## config.mk

```make
export PLATFORM = sky130hd
export DESIGN_NAME = dual_accumulator_compare_unit_flat
export DESIGN_NICKNAME = d
export VERILOG_FILES = /design/src/sv/dac_pkg.sv /design/src/sv/dac_cfg_if.sv /design/src/sv/dac_cmd_if.sv /design/src/sv/dac_rpt_if.sv /design/src/sv/dac_serial_alu.sv /design/src/sv/dac_ctrl.sv /design/src/sv/dual_accumulator_compare_unit.sv /design/src/flat_wrapper.sv
export SDC_FILE = /design/constraint.sdc
export NUM_CORES = 1
export LEC_CHECK = 0
export BUFFER_PORTS_ARGS = -buffer_cell sky130_fd_sc_hd__buf_2
export CAP_MARGIN = 20
export CELL_PAD_IN_SITES_DETAIL_PLACEMENT = 1
export CELL_PAD_IN_SITES_GLOBAL_PLACEMENT = 1
export CORE_UTILIZATION = 31
export DETAILED_ROUTE_END_ITERATION = 8
export GPL_TIMING_DRIVEN = 0
export PLACE_DENSITY = 0.62
export SYNTH_ARGS = -nofsm -noshare
export SYNTH_HDL_FRONTEND = slang
export SYNTH_SLANG_ARGS = --single-unit
```

## constraint.sdc

```tcl
create_clock -name clk -period 5.4 [get_ports clk]
set_input_delay 0.54 -clock clk [delete_from_list [all_inputs] [get_ports clk]]
set_output_delay 0.54 -clock clk [all_outputs]
set_load 0.01 [all_outputs]
```

## src/sv/dac_pkg.sv

```systemverilog
// ----------------------------------------------------------------------------
// dac_pkg
// Shared widths, codes, types and the command decoder of the dual
// accumulator compare unit.
// ----------------------------------------------------------------------------
package dac_pkg;

    // Default accumulator width.
    localparam int DAC_DATA_WIDTH = 32;

    // Fixed field widths of the channels.
    localparam int OPCODE_W    = 5;
    localparam int OPERAND_W   = 32;
    localparam int KIND_W      = 2;
    localparam int REPORT_W    = 32;
    localparam int CFG_INDEX_W = 2;
    localparam int CFG_DATA_W  = 32;
    localparam int ACTION_W    = 4;

    // Configuration register indexes.
    localparam logic [CFG_INDEX_W-1:0] REG_INIT_LEFT      = 2'd0;
    localparam logic [CFG_INDEX_W-1:0] REG_INIT_RIGHT     = 2'd1;
    localparam logic [CFG_INDEX_W-1:0] REG_COMPARE_ACTION = 2'd2;

    // On-compare actions.
    localparam logic [ACTION_W-1:0] ACT_CLEAR_BOTH    = 4'd0;
    localparam logic [ACTION_W-1:0] ACT_CLEAR_LEFT    = 4'd1;
    localparam logic [ACTION_W-1:0] ACT_CLEAR_RIGHT   = 4'd2;
    localparam logic [ACTION_W-1:0] ACT_RESTORE_BOTH  = 4'd3;
    localparam logic [ACTION_W-1:0] ACT_RESTORE_LEFT  = 4'd4;
    localparam logic [ACTION_W-1:0] ACT_RESTORE_RIGHT = 4'd5;
    localparam logic [ACTION_W-1:0] ACT_COPY_L2R      = 4'd6;
    localparam logic [ACTION_W-1:0] ACT_COPY_R2L      = 4'd7;
    localparam logic [ACTION_W-1:0] ACT_NONE          = 4'd8;

    // Report kinds.
    localparam logic [KIND_W-1:0] RK_EQUAL     = 2'd0;
    localparam logic [KIND_W-1:0] RK_NOT_EQUAL = 2'd1;
    localparam logic [KIND_W-1:0] RK_COMPARED  = 2'd2;

    // Command opcodes.
    localparam logic [OPCODE_W-1:0] OP_COMPARE          = 5'd0;
    localparam logic [OPCODE_W-1:0] OP_SET_BOTH         = 5'd1;
    localparam logic [OPCODE_W-1:0] OP_SET_LEFT         = 5'd2;
    localparam logic [OPCODE_W-1:0] OP_SET_RIGHT        = 5'd3;
    localparam logic [OPCODE_W-1:0] OP_SET_LEFT_CMP     = 5'd4;
    localparam logic [OPCODE_W-1:0] OP_SET_RIGHT_CMP    = 5'd5;
    localparam logic [OPCODE_W-1:0] OP_ADD_BOTH         = 5'd6;
    localparam logic [OPCODE_W-1:0] OP_ADD_LEFT         = 5'd7;
    localparam logic [OPCODE_W-1:0] OP_ADD_RIGHT        = 5'd8;
    localparam logic [OPCODE_W-1:0] OP_ADD_LEFT_CMP     = 5'd9;
    localparam logic [OPCODE_W-1:0] OP_ADD_RIGHT_CMP    = 5'd10;
    localparam logic [OPCODE_W-1:0] OP_MUL_BOTH         = 5'd11;
    localparam logic [OPCODE_W-1:0] OP_MUL_LEFT         = 5'd12;
    localparam logic [OPCODE_W-1:0] OP_MUL_RIGHT        = 5'd13;
    localparam logic [OPCODE_W-1:0] OP_MUL_LEFT_CMP     = 5'd14;
    localparam logic [OPCODE_W-1:0] OP_MUL_RIGHT_CMP    = 5'd15;
    localparam logic [OPCODE_W-1:0] OP_DIV_BOTH         = 5'd16;
    localparam logic [OPCODE_W-1:0] OP_DIV_LEFT         = 5'd17;
    localparam logic [OPCODE_W-1:0] OP_DIV_RIGHT        = 5'd18;
    localparam logic [OPCODE_W-1:0] OP_DIV_LEFT_CMP     = 5'd19;
    localparam logic [OPCODE_W-1:0] OP_DIV_RIGHT_CMP    = 5'd20;
    localparam logic [OPCODE_W-1:0] OP_CLEAR_BOTH       = 5'd21;
    localparam logic [OPCODE_W-1:0] OP_CLEAR_LEFT       = 5'd22;
    localparam logic [OPCODE_W-1:0] OP_CLEAR_RIGHT      = 5'd23;
    localparam logic [OPCODE_W-1:0] OP_RESTORE_BOTH     = 5'd24;
    localparam logic [OPCODE_W-1:0] OP_RESTORE_LEFT     = 5'd25;
    localparam logic [OPCODE_W-1:0] OP_RESTORE_RIGHT    = 5'd26;

    // Kind of update that a command applies to an accumulator.
    typedef enum logic [2:0] {
        KIND_SET,
        KIND_ADD,
        KIND_MUL,
        KIND_DIV,
        KIND_CLEAR,
        KIND_RESTORE
    } cmd_kind_t;

    // Decoded command.
    typedef struct packed {
        logic      valid;
        cmd_kind_t kind;
        logic      upd_left;
        logic      upd_right;
        logic      cmp;
    } cmd_dec_t;

    // Serial unit operations.
    typedef enum logic [1:0] {
        ALU_ADD,
        ALU_SUB,
        ALU_MUL,
        ALU_DIV
    } alu_op_t;

    // Request from the sequencer to the serial unit.
    typedef struct packed {
        logic    start;
        alu_op_t op;
    } alu_ctl_t;

    // Configuration register contents.
    typedef struct packed {
        logic signed [CFG_DATA_W-1:0] init_left;
        logic signed [CFG_DATA_W-1:0] init_right;
        logic        [ACTION_W-1:0]   action;
    } cfg_t;

    // Build one decoded command.
    function automatic cmd_dec_t dac_mk(cmd_kind_t kind, logic l, logic r, logic c);
        cmd_dec_t d;
        d.valid     = 1'b1;
        d.kind      = kind;
        d.upd_left  = l;
        d.upd_right = r;
        d.cmp       = c;
        return d;
    endfunction

    // Decode an opcode; commands not from an event or with unused codes are dropped.
    function automatic cmd_dec_t dac_decode(logic [OPCODE_W-1:0] opcode, logic from_event);
        cmd_dec_t d;
        case (opcode)
            OP_COMPARE:       d = dac_mk(KIND_SET,     1'b0, 1'b0, 1'b1);
            OP_SET_BOTH:      d = dac_mk(KIND_SET,     1'b1, 1'b1, 1'b0);
            OP_SET_LEFT:      d = dac_mk(KIND_SET,     1'b1, 1'b0, 1'b0);
            OP_SET_RIGHT:     d = dac_mk(KIND_SET,     1'b0, 1'b1, 1'b0);
            OP_SET_LEFT_CMP:  d = dac_mk(KIND_SET,     1'b1, 1'b0, 1'b1);
            OP_SET_RIGHT_CMP: d = dac_mk(KIND_SET,     1'b0, 1'b1, 1'b1);
            OP_ADD_BOTH:      d = dac_mk(KIND_ADD,     1'b1, 1'b1, 1'b0);
            OP_ADD_LEFT:      d = dac_mk(KIND_ADD,     1'b1, 1'b0, 1'b0);
            OP_ADD_RIGHT:     d = dac_mk(KIND_ADD,     1'b0, 1'b1, 1'b0);
            OP_ADD_LEFT_CMP:  d = dac_mk(KIND_ADD,     1'b1, 1'b0, 1'b1);
            OP_ADD_RIGHT_CMP: d = dac_mk(KIND_ADD,     1'b0, 1'b1, 1'b1);
            OP_MUL_BOTH:      d = dac_mk(KIND_MUL,     1'b1, 1'b1, 1'b0);
            OP_MUL_LEFT:      d = dac_mk(KIND_MUL,     1'b1, 1'b0, 1'b0);
            OP_MUL_RIGHT:     d = dac_mk(KIND_MUL,     1'b0, 1'b1, 1'b0);
            OP_MUL_LEFT_CMP:  d = dac_mk(KIND_MUL,     1'b1, 1'b0, 1'b1);
            OP_MUL_RIGHT_CMP: d = dac_mk(KIND_MUL,     1'b0, 1'b1, 1'b1);
            OP_DIV_BOTH:      d = dac_mk(KIND_DIV,     1'b1, 1'b1, 1'b0);
            OP_DIV_LEFT:      d = dac_mk(KIND_DIV,     1'b1, 1'b0, 1'b0);
            OP_DIV_RIGHT:     d = dac_mk(KIND_DIV,     1'b0, 1'b1, 1'b0);
            OP_DIV_LEFT_CMP:  d = dac_mk(KIND_DIV,     1'b1, 1'b0, 1'b1);
            OP_DIV_RIGHT_CMP: d = dac_mk(KIND_DIV,     1'b0, 1'b1, 1'b1);
            OP_CLEAR_BOTH:    d = dac_mk(KIND_CLEAR,   1'b1, 1'b1, 1'b0);
            OP_CLEAR_LEFT:    d = dac_mk(KIND_CLEAR,   1'b1, 1'b0, 1'b0);
            OP_CLEAR_RIGHT:   d = dac_mk(KIND_CLEAR,   1'b0, 1'b1, 1'b0);
            OP_RESTORE_BOTH:  d = dac_mk(KIND_RESTORE, 1'b1, 1'b1, 1'b0);
            OP_RESTORE_LEFT:  d = dac_mk(KIND_RESTORE, 1'b1, 1'b0, 1'b0);
            OP_RESTORE_RIGHT: d = dac_mk(KIND_RESTORE, 1'b0, 1'b1, 1'b0);
            default:
            begin
                d       = dac_mk(KIND_SET, 1'b0, 1'b0, 1'b0);
                d.valid = 1'b0;
            end
        endcase
        if (!from_event)
        begin
            d.valid = 1'b0;
        end
        return d;
    endfunction

endpackage

```

## src/sv/dac_cfg_if.sv

```systemverilog
// ----------------------------------------------------------------------------
// dac_cfg_if
// Configuration write channel: register index and write data.
// ----------------------------------------------------------------------------
interface dac_cfg_if import dac_pkg::*; ();

    logic                   valid;
    logic                   ready;
    logic [CFG_INDEX_W-1:0] index;
    logic [CFG_DATA_W-1:0]  data;

    modport source (output valid, output index, output data, input ready);
    modport sink   (input valid, input index, input data, output ready);

endinterface

```

## src/sv/dac_cmd_if.sv

```systemverilog
// ----------------------------------------------------------------------------
// dac_cmd_if
// Command channel: one item is one accumulator command.
// ----------------------------------------------------------------------------
interface dac_cmd_if import dac_pkg::*; ();

    logic                        valid;
    logic                        ready;
    logic        [OPCODE_W-1:0]  opcode;
    logic signed [OPERAND_W-1:0] operand;
    logic                        from_event;

    modport source (output valid, output opcode, output operand, output from_event,
                    input ready);
    modport sink   (input valid, input opcode, input operand, input from_event,
                    output ready);

endinterface

```

## src/sv/dac_rpt_if.sv

```systemverilog
// ----------------------------------------------------------------------------
// dac_rpt_if
// Report channel: one item is one compare result.
// ----------------------------------------------------------------------------
interface dac_rpt_if import dac_pkg::*; ();

    logic                       valid;
    logic                       ready;
    logic        [KIND_W-1:0]   report_kind;
    logic signed [REPORT_W-1:0] report_value;
    logic                       last;

    modport source (output valid, output report_kind, output report_value, output last,
                    input ready);
    modport sink   (input valid, input report_kind, input report_value, input last,
                    output ready);

endinterface

```

## src/sv/dac_serial_alu.sv

```systemverilog
// ----------------------------------------------------------------------------
// dac_serial_alu
// Shared iterative arithmetic unit, one bit per cycle: bit-serial add and
// subtract, shift-add multiply, restoring signed divide.
// ----------------------------------------------------------------------------
module dac_serial_alu
    import dac_pkg::*;
#(
    parameter int DATA_WIDTH = DAC_DATA_WIDTH
)
(
    input  logic                  clk,
    input  logic                  rst_n,
    input  alu_ctl_t              ctl,
    input  logic [DATA_WIDTH-1:0] a,
    input  logic [DATA_WIDTH-1:0] b,
    output logic                  done,
    output logic [DATA_WIDTH-1:0] result
);

    localparam int CNT_W = $clog2(DATA_WIDTH);

    typedef enum logic [4:0] {
        ST_IDLE = 5'b00001,
        ST_PREP = 5'b00010,
        ST_RUN  = 5'b00100,
        ST_FIX  = 5'b01000,
        ST_DONE = 5'b10000
    } alu_state_t;

    alu_state_t            state_reg, state_next;
    alu_op_t               op_reg, op_next;
    logic [DATA_WIDTH-1:0] opa_reg, opa_next;
    logic [DATA_WIDTH-1:0] opb_reg, opb_next;
    logic [DATA_WIDTH:0]   acc_reg, acc_next;
    logic                  carry_reg, carry_next;
    logic                  neg_reg, neg_next;
    logic                  zero_reg, zero_next;
    logic [CNT_W-1:0]      cnt_reg, cnt_next;

    logic                  sum_bit;
    logic                  sum_carry;
    logic [DATA_WIDTH:0]   rem_sh;
    logic [DATA_WIDTH:0]   rem_diff;
    logic [DATA_WIDTH-1:0] mul_sum;

    // Per-cycle datapath: one sum bit, one partial product, one quotient bit.
    assign sum_bit   = opa_reg[0] ^ opb_reg[0] ^ carry_reg;
    assign sum_carry = (opa_reg[0] & opb_reg[0]) | (carry_reg & (opa_reg[0] ^ opb_reg[0]));
    assign rem_sh    = {acc_reg[DATA_WIDTH-1:0], opa_reg[DATA_WIDTH-1]};
    assign rem_diff  = rem_sh - {1'b0, opb_reg};
    assign mul_sum   = acc_reg[DATA_WIDTH-1:0] + (opb_reg[0] ? opa_reg : '0);

    // Sequencing of one operation.
    always_comb
    begin
        state_next = state_reg;
        op_next    = op_reg;
        opa_next   = opa_reg;
        opb_next   = opb_reg;
        acc_next   = acc_reg;
        carry_next = carry_reg;
        neg_next   = neg_reg;
        zero_next  = zero_reg;
        cnt_next   = cnt_reg;
        case (state_reg)
            ST_IDLE:
            begin
                if (ctl.start)
                begin
                    op_next    = ctl.op;
                    opa_next   = a;
                    opb_next   = b;
                    acc_next   = '0;
                    carry_next = 1'b0;
                    cnt_next   = '0;
                    state_next = ST_RUN;
                    if (ctl.op == ALU_SUB)
                    begin
                        opb_next   = ~b;
                        carry_next = 1'b1;
                    end
                    if (ctl.op == ALU_DIV)
                    begin
                        state_next = ST_PREP;
                    end
                end
            end
            ST_PREP:
            begin
                // Divide works on magnitudes; the sign is put back at the end.
                neg_next   = opa_reg[DATA_WIDTH-1] ^ opb_reg[DATA_WIDTH-1];
                zero_next  = (opb_reg == '0);
                opa_next   = opa_reg[DATA_WIDTH-1] ? (~opa_reg + 1'b1) : opa_reg;
                opb_next   = opb_reg[DATA_WIDTH-1] ? (~opb_reg + 1'b1) : opb_reg;
                state_next = ST_RUN;
            end
            ST_RUN:
            begin
                case (op_reg)
                    ALU_ADD, ALU_SUB:
                    begin
                        opa_next   = {sum_bit, opa_reg[DATA_WIDTH-1:1]};
                        opb_next   = {1'b0, opb_reg[DATA_WIDTH-1:1]};
                        carry_next = sum_carry;
                    end
                    ALU_MUL:
                    begin
                        acc_next = {1'b0, mul_sum};
                        opa_next = {opa_reg[DATA_WIDTH-2:0], 1'b0};
                        opb_next = {1'b0, opb_reg[DATA_WIDTH-1:1]};
                    end
                    default:
                    begin
                        if (!rem_diff[DATA_WIDTH])
                        begin
                            acc_next = rem_diff;
                            opa_next = {opa_reg[DATA_WIDTH-2:0], 1'b1};
                        end
                        else
                        begin
                            acc_next = rem_sh;
                            opa_next = {opa_reg[DATA_WIDTH-2:0], 1'b0};
                        end
                    end
                endcase
                cnt_next = cnt_reg + 1'b1;
                if (cnt_reg == CNT_W'(DATA_WIDTH - 1))
                begin
                    state_next = (op_reg == ALU_DIV) ? ST_FIX : ST_DONE;
                end
            end
            ST_FIX:
            begin
                // Division by zero gives zero; otherwise restore the sign.
                if (zero_reg)
                begin
                    opa_next = '0;
                end
                else if (neg_reg)
                begin
                    opa_next = ~opa_reg + 1'b1;
                end
                state_next = ST_DONE;
            end
            ST_DONE:
            begin
                state_next = ST_IDLE;
            end
            default:
            begin
                state_next = ST_IDLE;
            end
        endcase
    end

    // Control state.
    always_ff @(posedge clk or negedge rst_n)
    begin
        if (!rst_n)
        begin
            state_reg <= ST_IDLE;
            cnt_reg   <= '0;
        end
        else
        begin
            state_reg <= state_next;
            cnt_reg   <= cnt_next;
        end
    end

    // Datapath shift registers.
    always_ff @(posedge clk)
    begin
        op_reg    <= op_next;
        opa_reg   <= opa_next;
        opb_reg   <= opb_next;
        acc_reg   <= acc_next;
        carry_reg <= carry_next;
        neg_reg   <= neg_next;
        zero_reg  <= zero_next;
    end

    assign done   = (state_reg == ST_DONE);
    assign result = (op_reg == ALU_MUL) ? acc_reg[DATA_WIDTH-1:0] : opa_reg;

endmodule

```

## src/sv/dac_ctrl.sv

```systemverilog
// ----------------------------------------------------------------------------
// dac_ctrl
// Command sequencer: holds both accumulators, drives the serial unit for
// each add, multiply or divide and the compare, runs the on-compare action
// and issues the two report items.
// ----------------------------------------------------------------------------
module dac_ctrl
    import dac_pkg::*;
#(
    parameter int DATA_WIDTH = DAC_DATA_WIDTH
)
(
    input  logic      clk,
    input  logic      rst_n,
    input  cfg_t      cfg,
    dac_cmd_if.sink   cmd,
    dac_rpt_if.source rpt
);

    typedef enum logic [8:0] {
        C_IDLE  = 9'b000000001,
        C_LEFT  = 9'b000000010,
        C_LWAIT = 9'b000000100,
        C_RIGHT = 9'b000001000,
        C_RWAIT = 9'b000010000,
        C_CMP   = 9'b000100000,
        C_CWAIT = 9'b001000000,
        C_OUT1  = 9'b010000000,
        C_OUT2  = 9'b100000000
    } ctrl_state_t;

    ctrl_state_t           state_reg, state_next;
    cmd_dec_t              dec_reg, dec_next;
    logic [DATA_WIDTH-1:0] operand_reg, operand_next;
    logic [DATA_WIDTH-1:0] left_reg, left_next;
    logic [DATA_WIDTH-1:0] right_reg, right_next;
    logic [DATA_WIDTH-1:0] diff_reg, diff_next;
    logic [KIND_W-1:0]     kind_reg, kind_next;
    logic [REPORT_W-1:0]   value_reg, value_next;
    logic                  last_reg, last_next;

    cmd_dec_t              dec_in;
    logic [DATA_WIDTH-1:0] init_left_w;
    logic [DATA_WIDTH-1:0] init_right_w;
    logic                  arith;
    alu_op_t               arith_op;
    alu_ctl_t              alu_ctl;
    logic [DATA_WIDTH-1:0] alu_a;
    logic [DATA_WIDTH-1:0] alu_b;
    logic                  alu_done;
    logic [DATA_WIDTH-1:0] alu_result;

    assign dec_in       = dac_decode(cmd.opcode, cmd.from_event);
    assign init_left_w  = DATA_WIDTH'(cfg.init_left);
    assign init_right_w = DATA_WIDTH'(cfg.init_right);

    // Add, multiply and divide go through the serial unit.
    always_comb
    begin
        arith    = 1'b1;
        arith_op = ALU_ADD;
        case (dec_reg.kind)
            KIND_ADD: arith_op = ALU_ADD;
            KIND_MUL: arith_op = ALU_MUL;
            KIND_DIV: arith_op = ALU_DIV;
            default:  arith = 1'b0;
        endcase
    end

    // Operands for the serial unit.
    always_comb
    begin
        alu_a = left_reg;
        alu_b = operand_reg;
        if (state_reg == C_RIGHT)
        begin
            alu_a = right_reg;
        end
        else if (state_reg == C_CMP)
        begin
            alu_b = right_reg;
        end
    end

    // Sequencer.
    always_comb
    begin
        state_next   = state_reg;
        dec_next     = dec_reg;
        operand_next = operand_reg;
        left_next    = left_reg;
        right_next   = right_reg;
        diff_next    = diff_reg;
        kind_next    = kind_reg;
        value_next   = value_reg;
        last_next    = last_reg;
        alu_ctl      = '{start: 1'b0, op: arith_op};
        case (state_reg)
            C_IDLE:
            begin
                if (cmd.valid)
                begin
                    dec_next     = dec_in;
                    operand_next = DATA_WIDTH'(cmd.operand);
                    if (dec_in.valid)
                    begin
                        state_next = C_LEFT;
                    end
                end
            end
            C_LEFT:
            begin
                state_next = C_RIGHT;
                if (dec_reg.upd_left)
                begin
                    if (arith)
                    begin
                        alu_ctl.start = 1'b1;
                        state_next    = C_LWAIT;
                    end
                    else if (dec_reg.kind == KIND_SET)
                    begin
                        left_next = operand_reg;
                    end
                    else if (dec_reg.kind == KIND_CLEAR)
                    begin
                        left_next = '0;
                    end
                    else
                    begin
                        left_next = init_left_w;
                    end
                end
            end
            C_LWAIT:
            begin
                if (alu_done)
                begin
                    left_next  = alu_result;
                    state_next = C_RIGHT;
                end
            end
            C_RIGHT:
            begin
                state_next = C_CMP;
                if (dec_reg.upd_right)
                begin
                    if (arith)
                    begin
                        alu_ctl.start = 1'b1;
                        state_next    = C_RWAIT;
                    end
                    else if (dec_reg.kind == KIND_SET)
                    begin
                        right_next = operand_reg;
                    end
                    else if (dec_reg.kind == KIND_CLEAR)
                    begin
                        right_next = '0;
                    end
                    else
                    begin
                        right_next = init_right_w;
                    end
                end
            end
            C_RWAIT:
            begin
                if (alu_done)
                begin
                    right_next = alu_result;
                    state_next = C_CMP;
                end
            end
            C_CMP:
            begin
                if (dec_reg.cmp)
                begin
                    alu_ctl       = '{start: 1'b1, op: ALU_SUB};
                    state_next    = C_CWAIT;
                end
                else
                begin
                    state_next = C_IDLE;
                end
            end
            C_CWAIT:
            begin
                if (alu_done)
                begin
                    // First item: left when equal, else the difference.
                    diff_next = alu_result;
                    last_next = 1'b0;
                    if (alu_result == '0)
                    begin
                        kind_next  = RK_EQUAL;
                        value_next = REPORT_W'(left_reg);
                    end
                    else
                    begin
                        kind_next  = RK_NOT_EQUAL;
                        value_next = REPORT_W'(alu_result);
                    end
                    // On-compare action, on the values the difference was taken from.
                    case (cfg.action)
                        ACT_CLEAR_BOTH:
                        begin
                            left_next  = '0;
                            right_next = '0;
                        end
                        ACT_CLEAR_LEFT:    left_next  = '0;
                        ACT_CLEAR_RIGHT:   right_next = '0;
                        ACT_RESTORE_BOTH:
                        begin
                            left_next  = init_left_w;
                            right_next = init_right_w;
                        end
                        ACT_RESTORE_LEFT:  left_next  = init_left_w;
                        ACT_RESTORE_RIGHT: right_next = init_right_w;
                        ACT_COPY_L2R:      right_next = left_reg;
                        ACT_COPY_R2L:      left_next  = right_reg;
                        default:
                        begin
                        end
                    endcase
                    state_next = C_OUT1;
                end
            end
            C_OUT1:
            begin
                if (rpt.ready)
                begin
                    kind_next  = RK_COMPARED;
                    value_next = REPORT_W'(diff_reg);
                    last_next  = 1'b1;
                    state_next = C_OUT2;
                end
            end
            C_OUT2:
            begin
                if (rpt.ready)
                begin
                    state_next = C_IDLE;
                end
            end
            default:
            begin
                state_next = C_IDLE;
            end
        endcase
    end

    // Control state and accumulators.
    always_ff @(posedge clk or negedge rst_n)
    begin
        if (!rst_n)
        begin
            state_reg <= C_IDLE;
            left_reg  <= '0;
            right_reg <= '0;
        end
        else
        begin
            state_reg <= state_next;
            left_reg  <= left_next;
            right_reg <= right_next;
        end
    end

    // Command and report payload.
    always_ff @(posedge clk)
    begin
        dec_reg     <= dec_next;
        operand_reg <= operand_next;
        diff_reg    <= diff_next;
        kind_reg    <= kind_next;
        value_reg   <= value_next;
        last_reg    <= last_next;
    end

    dac_serial_alu #(
        .DATA_WIDTH (DATA_WIDTH)
    ) u_alu (
        .clk    (clk),
        .rst_n  (rst_n),
        .ctl    (alu_ctl),
        .a      (alu_a),
        .b      (alu_b),
        .done   (alu_done),
        .result (alu_result)
    );

    assign cmd.ready        = (state_reg == C_IDLE);
    assign rpt.valid        = (state_reg == C_OUT1) || (state_reg == C_OUT2);
    assign rpt.report_kind  = kind_reg;
    assign rpt.report_value = value_reg;
    assign rpt.last         = last_reg;

endmodule

```

## src/sv/dual_accumulator_compare_unit.sv

```systemverilog
// ----------------------------------------------------------------------------
// dual_accumulator_compare_unit
// Two signed accumulators updated by commands, with compare reports.
//
//   channel  direction  item                                   handshake
//   cfg      in         index, data (register write)           valid/ready
//   cmd      in         opcode, operand, from_event            valid/ready
//   rpt      out        report_kind, report_value, last        valid/ready
//
// One command is in flight at a time; cmd.ready is high only while idle.
// Set, clear and restore do not use the serial unit. Add, multiply and divide
// run each touched accumulator through the one-bit-per-cycle serial unit, a
// divide with extra steps to take and restore signs. A compare runs a
// subtract on the serial unit and then issues two report items, each held
// until rpt.ready. Reset clears both accumulators and restores the register
// defaults; cfg.ready is always high.
// ----------------------------------------------------------------------------
module dual_accumulator_compare_unit
    import dac_pkg::*;
#(
    parameter int DATA_WIDTH = DAC_DATA_WIDTH
)
(
    input  logic      clk,
    input  logic      rst_n,
    dac_cfg_if.sink   cfg,
    dac_cmd_if.sink   cmd,
    dac_rpt_if.source rpt
);

    logic signed [CFG_DATA_W-1:0] init_left_reg;
    logic signed [CFG_DATA_W-1:0] init_right_reg;
    logic        [ACTION_W-1:0]   action_reg;
    cfg_t                         cfg_vals;

    // Configuration registers.
    always_ff @(posedge clk or negedge rst_n)
    begin
        if (!rst_n)
        begin
            init_left_reg  <= '0;
            init_right_reg <= '0;
            action_reg     <= ACT_NONE;
        end
        else if (cfg.valid)
        begin
            case (cfg.index)
                REG_INIT_LEFT:      init_left_reg  <= cfg.data;
                REG_INIT_RIGHT:     init_right_reg <= cfg.data;
                REG_COMPARE_ACTION: action_reg     <= cfg.data[ACTION_W-1:0];
                default:
                begin
                end
            endcase
        end
    end

    assign cfg.ready           = 1'b1;
    assign cfg_vals.init_left  = init_left_reg;
    assign cfg_vals.init_right = init_right_reg;
    assign cfg_vals.action     = action_reg;

    dac_ctrl #(
        .DATA_WIDTH (DATA_WIDTH)
    ) u_ctrl (
        .clk   (clk),
        .rst_n (rst_n),
        .cfg   (cfg_vals),
        .cmd   (cmd),
        .rpt   (rpt)
    );

endmodule

```

## src/flat_wrapper.sv

```systemverilog
// flat-port wrapper written by rule: the top's interface ports become plain ports
module dual_accumulator_compare_unit_flat import dac_pkg::*;
#(
    parameter int DATA_WIDTH = DAC_DATA_WIDTH
)
  (clk, rst_n, cfg_valid, cfg_index, cfg_data, cfg_ready, cmd_valid, cmd_opcode, cmd_operand, cmd_from_event, cmd_ready, rpt_valid, rpt_report_kind, rpt_report_value, rpt_last, rpt_ready);
  dac_cfg_if cfg_i ();
  dac_cmd_if cmd_i ();
  dac_rpt_if rpt_i ();
  input  logic clk;
  input  logic rst_n;
  input wire logic [$bits(cfg_i.valid)-1:0] cfg_valid;
  input wire logic [$bits(cfg_i.index)-1:0] cfg_index;
  input wire logic [$bits(cfg_i.data)-1:0] cfg_data;
  output wire logic [$bits(cfg_i.ready)-1:0] cfg_ready;
  input wire logic [$bits(cmd_i.valid)-1:0] cmd_valid;
  input wire logic [$bits(cmd_i.opcode)-1:0] cmd_opcode;
  input wire logic [$bits(cmd_i.operand)-1:0] cmd_operand;
  input wire logic [$bits(cmd_i.from_event)-1:0] cmd_from_event;
  output wire logic [$bits(cmd_i.ready)-1:0] cmd_ready;
  output wire logic [$bits(rpt_i.valid)-1:0] rpt_valid;
  output wire logic [$bits(rpt_i.report_kind)-1:0] rpt_report_kind;
  output wire logic [$bits(rpt_i.report_value)-1:0] rpt_report_value;
  output wire logic [$bits(rpt_i.last)-1:0] rpt_last;
  input wire logic [$bits(rpt_i.ready)-1:0] rpt_ready;
  assign cfg_i.valid = cfg_valid;
  assign cfg_i.index = cfg_index;
  assign cfg_i.data = cfg_data;
  assign cfg_ready = cfg_i.ready;
  assign cmd_i.valid = cmd_valid;
  assign cmd_i.opcode = cmd_opcode;
  assign cmd_i.operand = cmd_operand;
  assign cmd_i.from_event = cmd_from_event;
  assign cmd_ready = cmd_i.ready;
  assign rpt_valid = rpt_i.valid;
  assign rpt_report_kind = rpt_i.report_kind;
  assign rpt_report_value = rpt_i.report_value;
  assign rpt_last = rpt_i.last;
  assign rpt_i.ready = rpt_ready;
  dual_accumulator_compare_unit #(.DATA_WIDTH(DATA_WIDTH)) u_core (.clk(clk), .rst_n(rst_n), .cfg(cfg_i), .cmd(cmd_i), .rpt(rpt_i));
endmodule
```

[Yosys cells after proc, flatten, opt, wreduce, memory -nomap -nowiden]
Memories as Yosys holds them, arrays and structs flattened.
Index checks and enable logic that the tools add are counted.
Word-level totals
  memories: 1
  word-level logic and storage cells: 213
  output and inout bits: 38
  register bits: 357
  input port bits: 77
  bits in read-only memories: 224
Operators by class
  eq/ne operators: 54
  multiplexer cells: 80
  add/subtract/negate cells: 5
  reductions and logical operators: 38
  bitwise logic cells: 9
Memories
  (name not given): words 32, width 7, rd ports 1, clocked after memory_dff 0, wr ports 0, RTL line dac_pkg.sv:124  | case (opcode)
Operator list (number)
  32-bit 2-to-1 mux: 29
  32-bit one-hot mux with 3 select lines: 5
  32-bit one-hot mux with 2 select lines: 4
  32-bit one-hot mux with 4 select lines: 1
  32-bit inverter: 3
  9-bit one-hot mux with 9 select lines: 1
  32-bit by 1-bit adder with 32-bit output (second input constant): 2
  32-bit zero test: 2
  9-bit 2-to-1 mux: 7
  33-bit by 32-bit subtractor with 33-bit output: 1
  32-bit adder: 1
  2-bit inequality test (second input constant): 14
  5-bit 2-to-1 mux: 4
  5-bit one-hot mux with 4 select lines: 1
  4-bit by 3-bit equality test with 1-bit output (second input constant): 4
  2-bit AND reduction: 8
  3-bit AND reduction: 5
  1-bit 2-to-1 mux: 12
  6-bit 2-to-1 mux: 2
  6-bit AND reduction: 2
  5-bit equality test (second input constant): 2
  5-bit one-hot mux with 2 select lines: 1
  2-bit OR reduction: 5
  9-bit by 1-bit equality test with 1-bit output (second input constant): 1
  other kinds (44): 69

[Longest topological paths before layout]
  depth in word-level cells: 8
  depth in mapped cells: 14
  depth with buffers taken out: 13

[By module]
A second synthesis with hierarchy kept.
Second synthesis, totals
  cell total of the unflattened synthesis: 2405
  area, all modules: 24188.2 µm²
Modules (own cells, without submodules)
  dac_serial_alu: times used 1, area an instance 11145.7 µm², cells each 1308, sequential area each 3284.4 µm²
  dac_ctrl: times used 1, area an instance 10461.3 µm², cells each 950, sequential area each 4981.0 µm²
  dual_accumulator_compare_unit: times used 1, area an instance 2581.2 µm², cells each 147, sequential area each 1702.9 µm²

[Least setup slack after synthesis]
Ideal clock, no wire load.
  path kind: register to register
  from: register u_core.u_ctrl.state_reg[7]
  to: register u_core.u_ctrl.u_alu.opb_reg[0], enable pin
  clock period less this slack: 5027 ps
  arrival: 4560 ps
  stages on the path, launching flop included: 9
  library setup time: 467 ps
  data required time: 4933 ps
  setup slack: 373 ps
  path buffers: 0
  path through: dfrtp_1 or3_1 or3_1 nor4b_4 a22oi_1 o31ai_1 or2_1 and3_1 a21boi_0
Between the ends
  word-level cells in the longest chain between the ends: 4
  elaborated cells between the ends (all ways): 6
  classes of those cells: eq/ne (4); mux (1); reduce/logical (1)
Ends and longest elaborated chain
  start: declaration: RTL line dac_ctrl.sv:32  | ctrl_state_t state_reg, state_next;
  start signal: assignment: RTL line dac_ctrl.sv:264  | state_reg <= state_next;
  9-bit by 6-bit equality test with 1-bit output, or another cell as far along: RTL line dac_ctrl.sv:98  | case (state_reg)
  1-bit one-hot mux with 3 select lines (*): RTL line dac_ctrl.sv:98
  2-bit inequality test (no source line) (*)
  4-bit AND reduction (no source line) (*)
  end signal: assignment: RTL line dac_serial_alu.sv:177  | opb_reg <= opb_next;
  end: declaration: RTL line dac_serial_alu.sv:34  | logic [DATA_WIDTH-1:0] opb_reg, opb_next;
Every way passes the cells marked *; elsewhere a longest branch is shown, timed or not.
A chain may end at the register's enable or synchronous reset.

[Worst setup path in the final report]
  from: register u_core.u_ctrl.u_alu.op_reg[0]
  to: register u_core.u_ctrl.value_reg[30], in the netlist u_core.u_ctrl.rpt.report_value[30], data pin
Between the ends
  word-level cells in the longest chain between the ends: 6
Ends and longest elaborated chain
  start: declaration: RTL line dac_serial_alu.sv:32  | alu_op_t op_reg, op_next;
  start signal: assignment: RTL line dac_serial_alu.sv:175  | op_reg <= op_next;
  2-bit equality test (*): RTL line dac_serial_alu.sv:185  | assign result = (op_reg == ALU_MUL) ? acc_reg[DATA_WIDTH-1:0] : opa_reg;
  32-bit 2-to-1 mux (*): RTL line dac_serial_alu.sv:185
  32-bit zero test: RTL line dac_ctrl.sv:194  | if (alu_result == '0)
  32-bit 2-to-1 mux (*): RTL line dac_ctrl.sv:194
  32-bit 2-to-1 mux (*): RTL line dac_ctrl.sv:189  | if (alu_done)
  32-bit one-hot mux with 2 select lines (*): RTL line dac_ctrl.sv:98
  via u_core.u_ctrl.value_next[30]: RTL line dac_ctrl.sv:39  | logic [REPORT_W-1:0] value_reg, value_next;
  end signal: assignment: RTL line dac_ctrl.sv:277  | value_reg <= value_next;
  end: declaration: RTL line dac_ctrl.sv:39
Mark *: on every way through the listed nets, which the timed path passes. The rest lies on a longest branch. The select of a mux whose other input is x is not followed.

==> metrics.yaml <==
job:
  cap_violations: 0
synthesis:
  synth_cells: 2486
  synth-edff-count: 206
  synth.most_common_cell: "nand2_1"
  synthTopCellsByCount: "nand2_1 (262), nor2_1 (208), edfxtp_1 (206), a21oi_1 (156), dfrtp_1 (148)"
  netlist_area_sq_mm: 0.0234
  synth_top_flop_cell: "edfxtp_1"
  synth_cell_types: 94
  netlist.area_leader.share_pct: 26.5
  netlist_top_cells_area: "edfxtp_1 (26%), dfrtp_1 (16%), nand2_1 (4.2%), mux2_2 (4.1%), ha_1 (4.0%)"
  synth_nets: 2641
  ys_seq_elements: 357
  avgSynthCellArea_sq_um: 9.41
  yosysWarnings: 0
  async_flop_share_pct: 42.3
  yosys.area.top_type: "edfxtp_1"
  seq_area_frac_synth_pct: 42.6
detailed_routing:
  num_vias: 21100
  wl_microns: 97800
  dr.pass1.iters: 5
  via_per_inst: 5.76
  routedWlPerCell_microns: 26.7
  drc_errors: 0
  drtAntennaViolNets: 0
  drt-initial-drc-count: 1669
power:
  pwr-share-comb_pct: 46.4
  pwr_density_cell_mw_per_mm2: 542
  power.internal_mw: 8.10
  p_clk_share_pct: 20.6
  switchingPower_mw: 6.47
  peakVddDrop_v: 0.000261
  seqPwrFrac_pct: 33.0
  cellLeakagePower_nw: 10.2
  swShare_pct: 44.4
  power.total_mw: 14.6
critical_path:
  r2r-end: "u_core.u_ctrl.rpt.report_value[30]$_DFFE_PP_"
  worst-path-buf-inv: 5
  cp-start-kind: "flop"
  crit_top_cell: "clkbuf_1"
  crit_path_end_kind: "flop"
  slowest_delay_ps: 680
  critPathTopFamily: "buffers and inverters"
  slowest_stage: "clkdlybuf4s15_1"
  critical_path_arrival_ps: 5490
  crit_path_start: "u_core.u_ctrl.u_alu.op_reg[0]$_DFFE_PP_"
  path_max_fanout: 10
  reg2reg_slack_ps: 320
  crit_chain: "nor2b_1, clkbuf_1, clkdlybuf4s15_1, clkbuf_2, mux2i_2, nand4_1, nor4_2, and2_1, clkbuf_1, clkbuf_1, nand2_1, a31oi_1"
  r2r-start: "u_core.u_ctrl.u_alu.op_reg[0]$_DFFE_PP_"
  reg2regPathDepth: 12
  required_ps: 5810
  worstSetupPathType: "reg2reg"
place:
  dp_worst_setup_slack_ps: -241
  io_buffers: 113
  hpwl_microns: 75900
  gp_congestion: 0.916
floorplanning:
  io_pins: 115
  die_y_microns: 277
  die-area_sq_mm: 0.0765
  initial_core_util_pct: 31.4
  rows: 100
  die_w_microns: 277
  core_area_sq_mm: 0.0746
timing:
  fin_setup_tns_ps: 0
  period_minus_slack_ps: 5080
  grt_setup_unrepaired: "false"
  slew_headroom_pct: 23.2
  finalCritPeriodShare_pct: 94.1
  worst_slack_ps: 316
  worst_pin_slew_ps: 1150
  hold_viol_final: 0
  setup_viol: 0
  finClkSkew_ps: 17.3
  max_freq_mhz: 197
  drv_slew: 0
  whs_ps: 123
clocking:
  tritoncts: "done"
  htree_levels: 2
  clkSinkCount: 357
  clockBufferDepth: 3
  clockRootBuffer: "clkbuf_16"
  path_clk_slew_ps: 60
  clock_latency_ps: 590
  cts-buffers-inserted: 44
layout:
  fin_nets: 2814
  area_delta_synth_final_pct: 14.8
  num-fill-cells: 8647
  drive_gt1_share_pct: 13.1
global_routing:
  overflow: 0
  grt_pass1_vias: 21900
  antenna_found_initial: 5
  grt_max_degree: 115
  grt_use_total_pct: 25.0
  grt_first_pass_wirelength_microns: 144000
min_path:
  holdPathStages: 1
  min-delay-start: "cmd_operand[16]"
  hold_end: "u_core.u_ctrl.operand_reg[16]$_DFFE_PP_"
  hold_class: "in2reg"
status:
  status: "finished, final reports clean"
-- cells by family (layout without fill, tap and decap cells) --
| kind of cell | after synthesis | count (layout) | share of synthesized area (%) |
|---|---|---|---|
| AO/OA/AOI/OAI | 771 | 771 | 21.1 |
| other | 1 | 2 | 0.0160 |
| adder cells (fa/ha/maj) | 78 | 78 | 4.27 |
| XOR/XNOR | 137 | 137 | 5.13 |
| AND/OR/NAND/NOR | 724 | 724 | 14.8 |
| multiplexers | 157 | 157 | 7.18 |
| buffers and inverters | 261 | 470 | 4.93 |
| flip-flops | 357 | 357 | 42.6 |
-- timing repair --
item                       CTS  global route
setup endpoints to repair   19            13
hold buffers                 1             0
hold endpoints to repair    36             0
pin swaps                    1             0
resized for setup            1             3
setup buffers                2             0
-- placed cells by master, fill, tap and decap left out, types with 15 or more instances in the layout --
cell type,n
nand4_1,17
mux2_2,86
nor3_1,29
nand2_1,262
o221ai_1,16
o21ai_0,111
ha_1,75
or3_1,18
a221oi_1,18
buf_2,137
nor2_1,207
mux2i_1,70
a22o_1,36
clkbuf_1,129
o21ai_1,70
clkbuf_16,45
a211oi_1,17
xnor2_1,106
nand3_1,31
a21oi_1,156
edfxtp_1,206
nor4_1,15
xor2_1,31
a22oi_1,116
a21o_1,17
nand2b_1,21
o22ai_1,74
inv_1,89
dfrtp_1,148
and2_1,35
a31oi_1,64
-- per-stage QoR --
| step | util (%) | cells | cell area (sq um) |
|---|---|---|---|
| after floorplan | - | 2486 | 23400 |
| after global placement | 33.7 | 3568 | 25200 |
| after detailed placement | 34.0 | 3576 | 25400 |
| after CTS | 36.0 | 3661 | 26800 |
| after global routing | 36.0 | 3664 | 26900 |
| final | 36.0 | 3665 | 26900 |
-- power groups by stage --
stage          clock [mW]  combinational (mW)  sequential [mW]
2_1_floorplan           0                4.59             4.41
3_3_place_gp            0                6.34             4.83
3_5_place_dp            0                6.61             4.81
4_1_cts              3.06                6.69             4.77
5_1_grt              3.13                7.36             4.88
6_report             3.00                6.76             4.81
-- layer usage --
metal	vias up	share of wire (%)	wire, microns	track usage, %
met5	-	0.012	12	0
met4	2	2.9	2830	7.74
met3	158	5.7	5580	3.41
met2	708	48	46600	42.3
met1	10700	44	42800	33.1
li1	9568	-	-	-
-- cell type report --
class	count	area (sq um)	share of cell area, %
antenna	1	2.50	0.00932
clock inverter	23	200	0.746
timing repair buffer	127	796	2.96
clock buffer	59	1210	4.50
sequential	357	9970	37.1
buffer	171	823	3.07
multi-input combinational	1868	12300	45.8
tap	969	1210	4.51
inverter	90	338	1.26
-- worst max path at each step --
stage / cells past startpoint / slack (ps) / endpoint
after floorplan: 8 / 370 / u_core.u_ctrl.u_alu.opb_reg[0]$_DFFE_PP_
after global placement: 8 / -1930 / u_core.u_ctrl.u_alu.opb_reg[7]$_DFFE_PP_
after detailed placement: 12 / -240 / u_core.u_ctrl.rpt.report_value[19]$_DFFE_PP_
after CTS: 12 / 30 / u_core.u_ctrl.rpt.report_value[19]$_DFFE_PP_
after global routing: 14 / 80 / u_core.u_ctrl.u_alu.acc_reg[0]$_SDFFCE_PN0P_
final: 12 / 320 / u_core.u_ctrl.rpt.report_value[30]$_DFFE_PP_
Power figures use the tool's default switching activity.
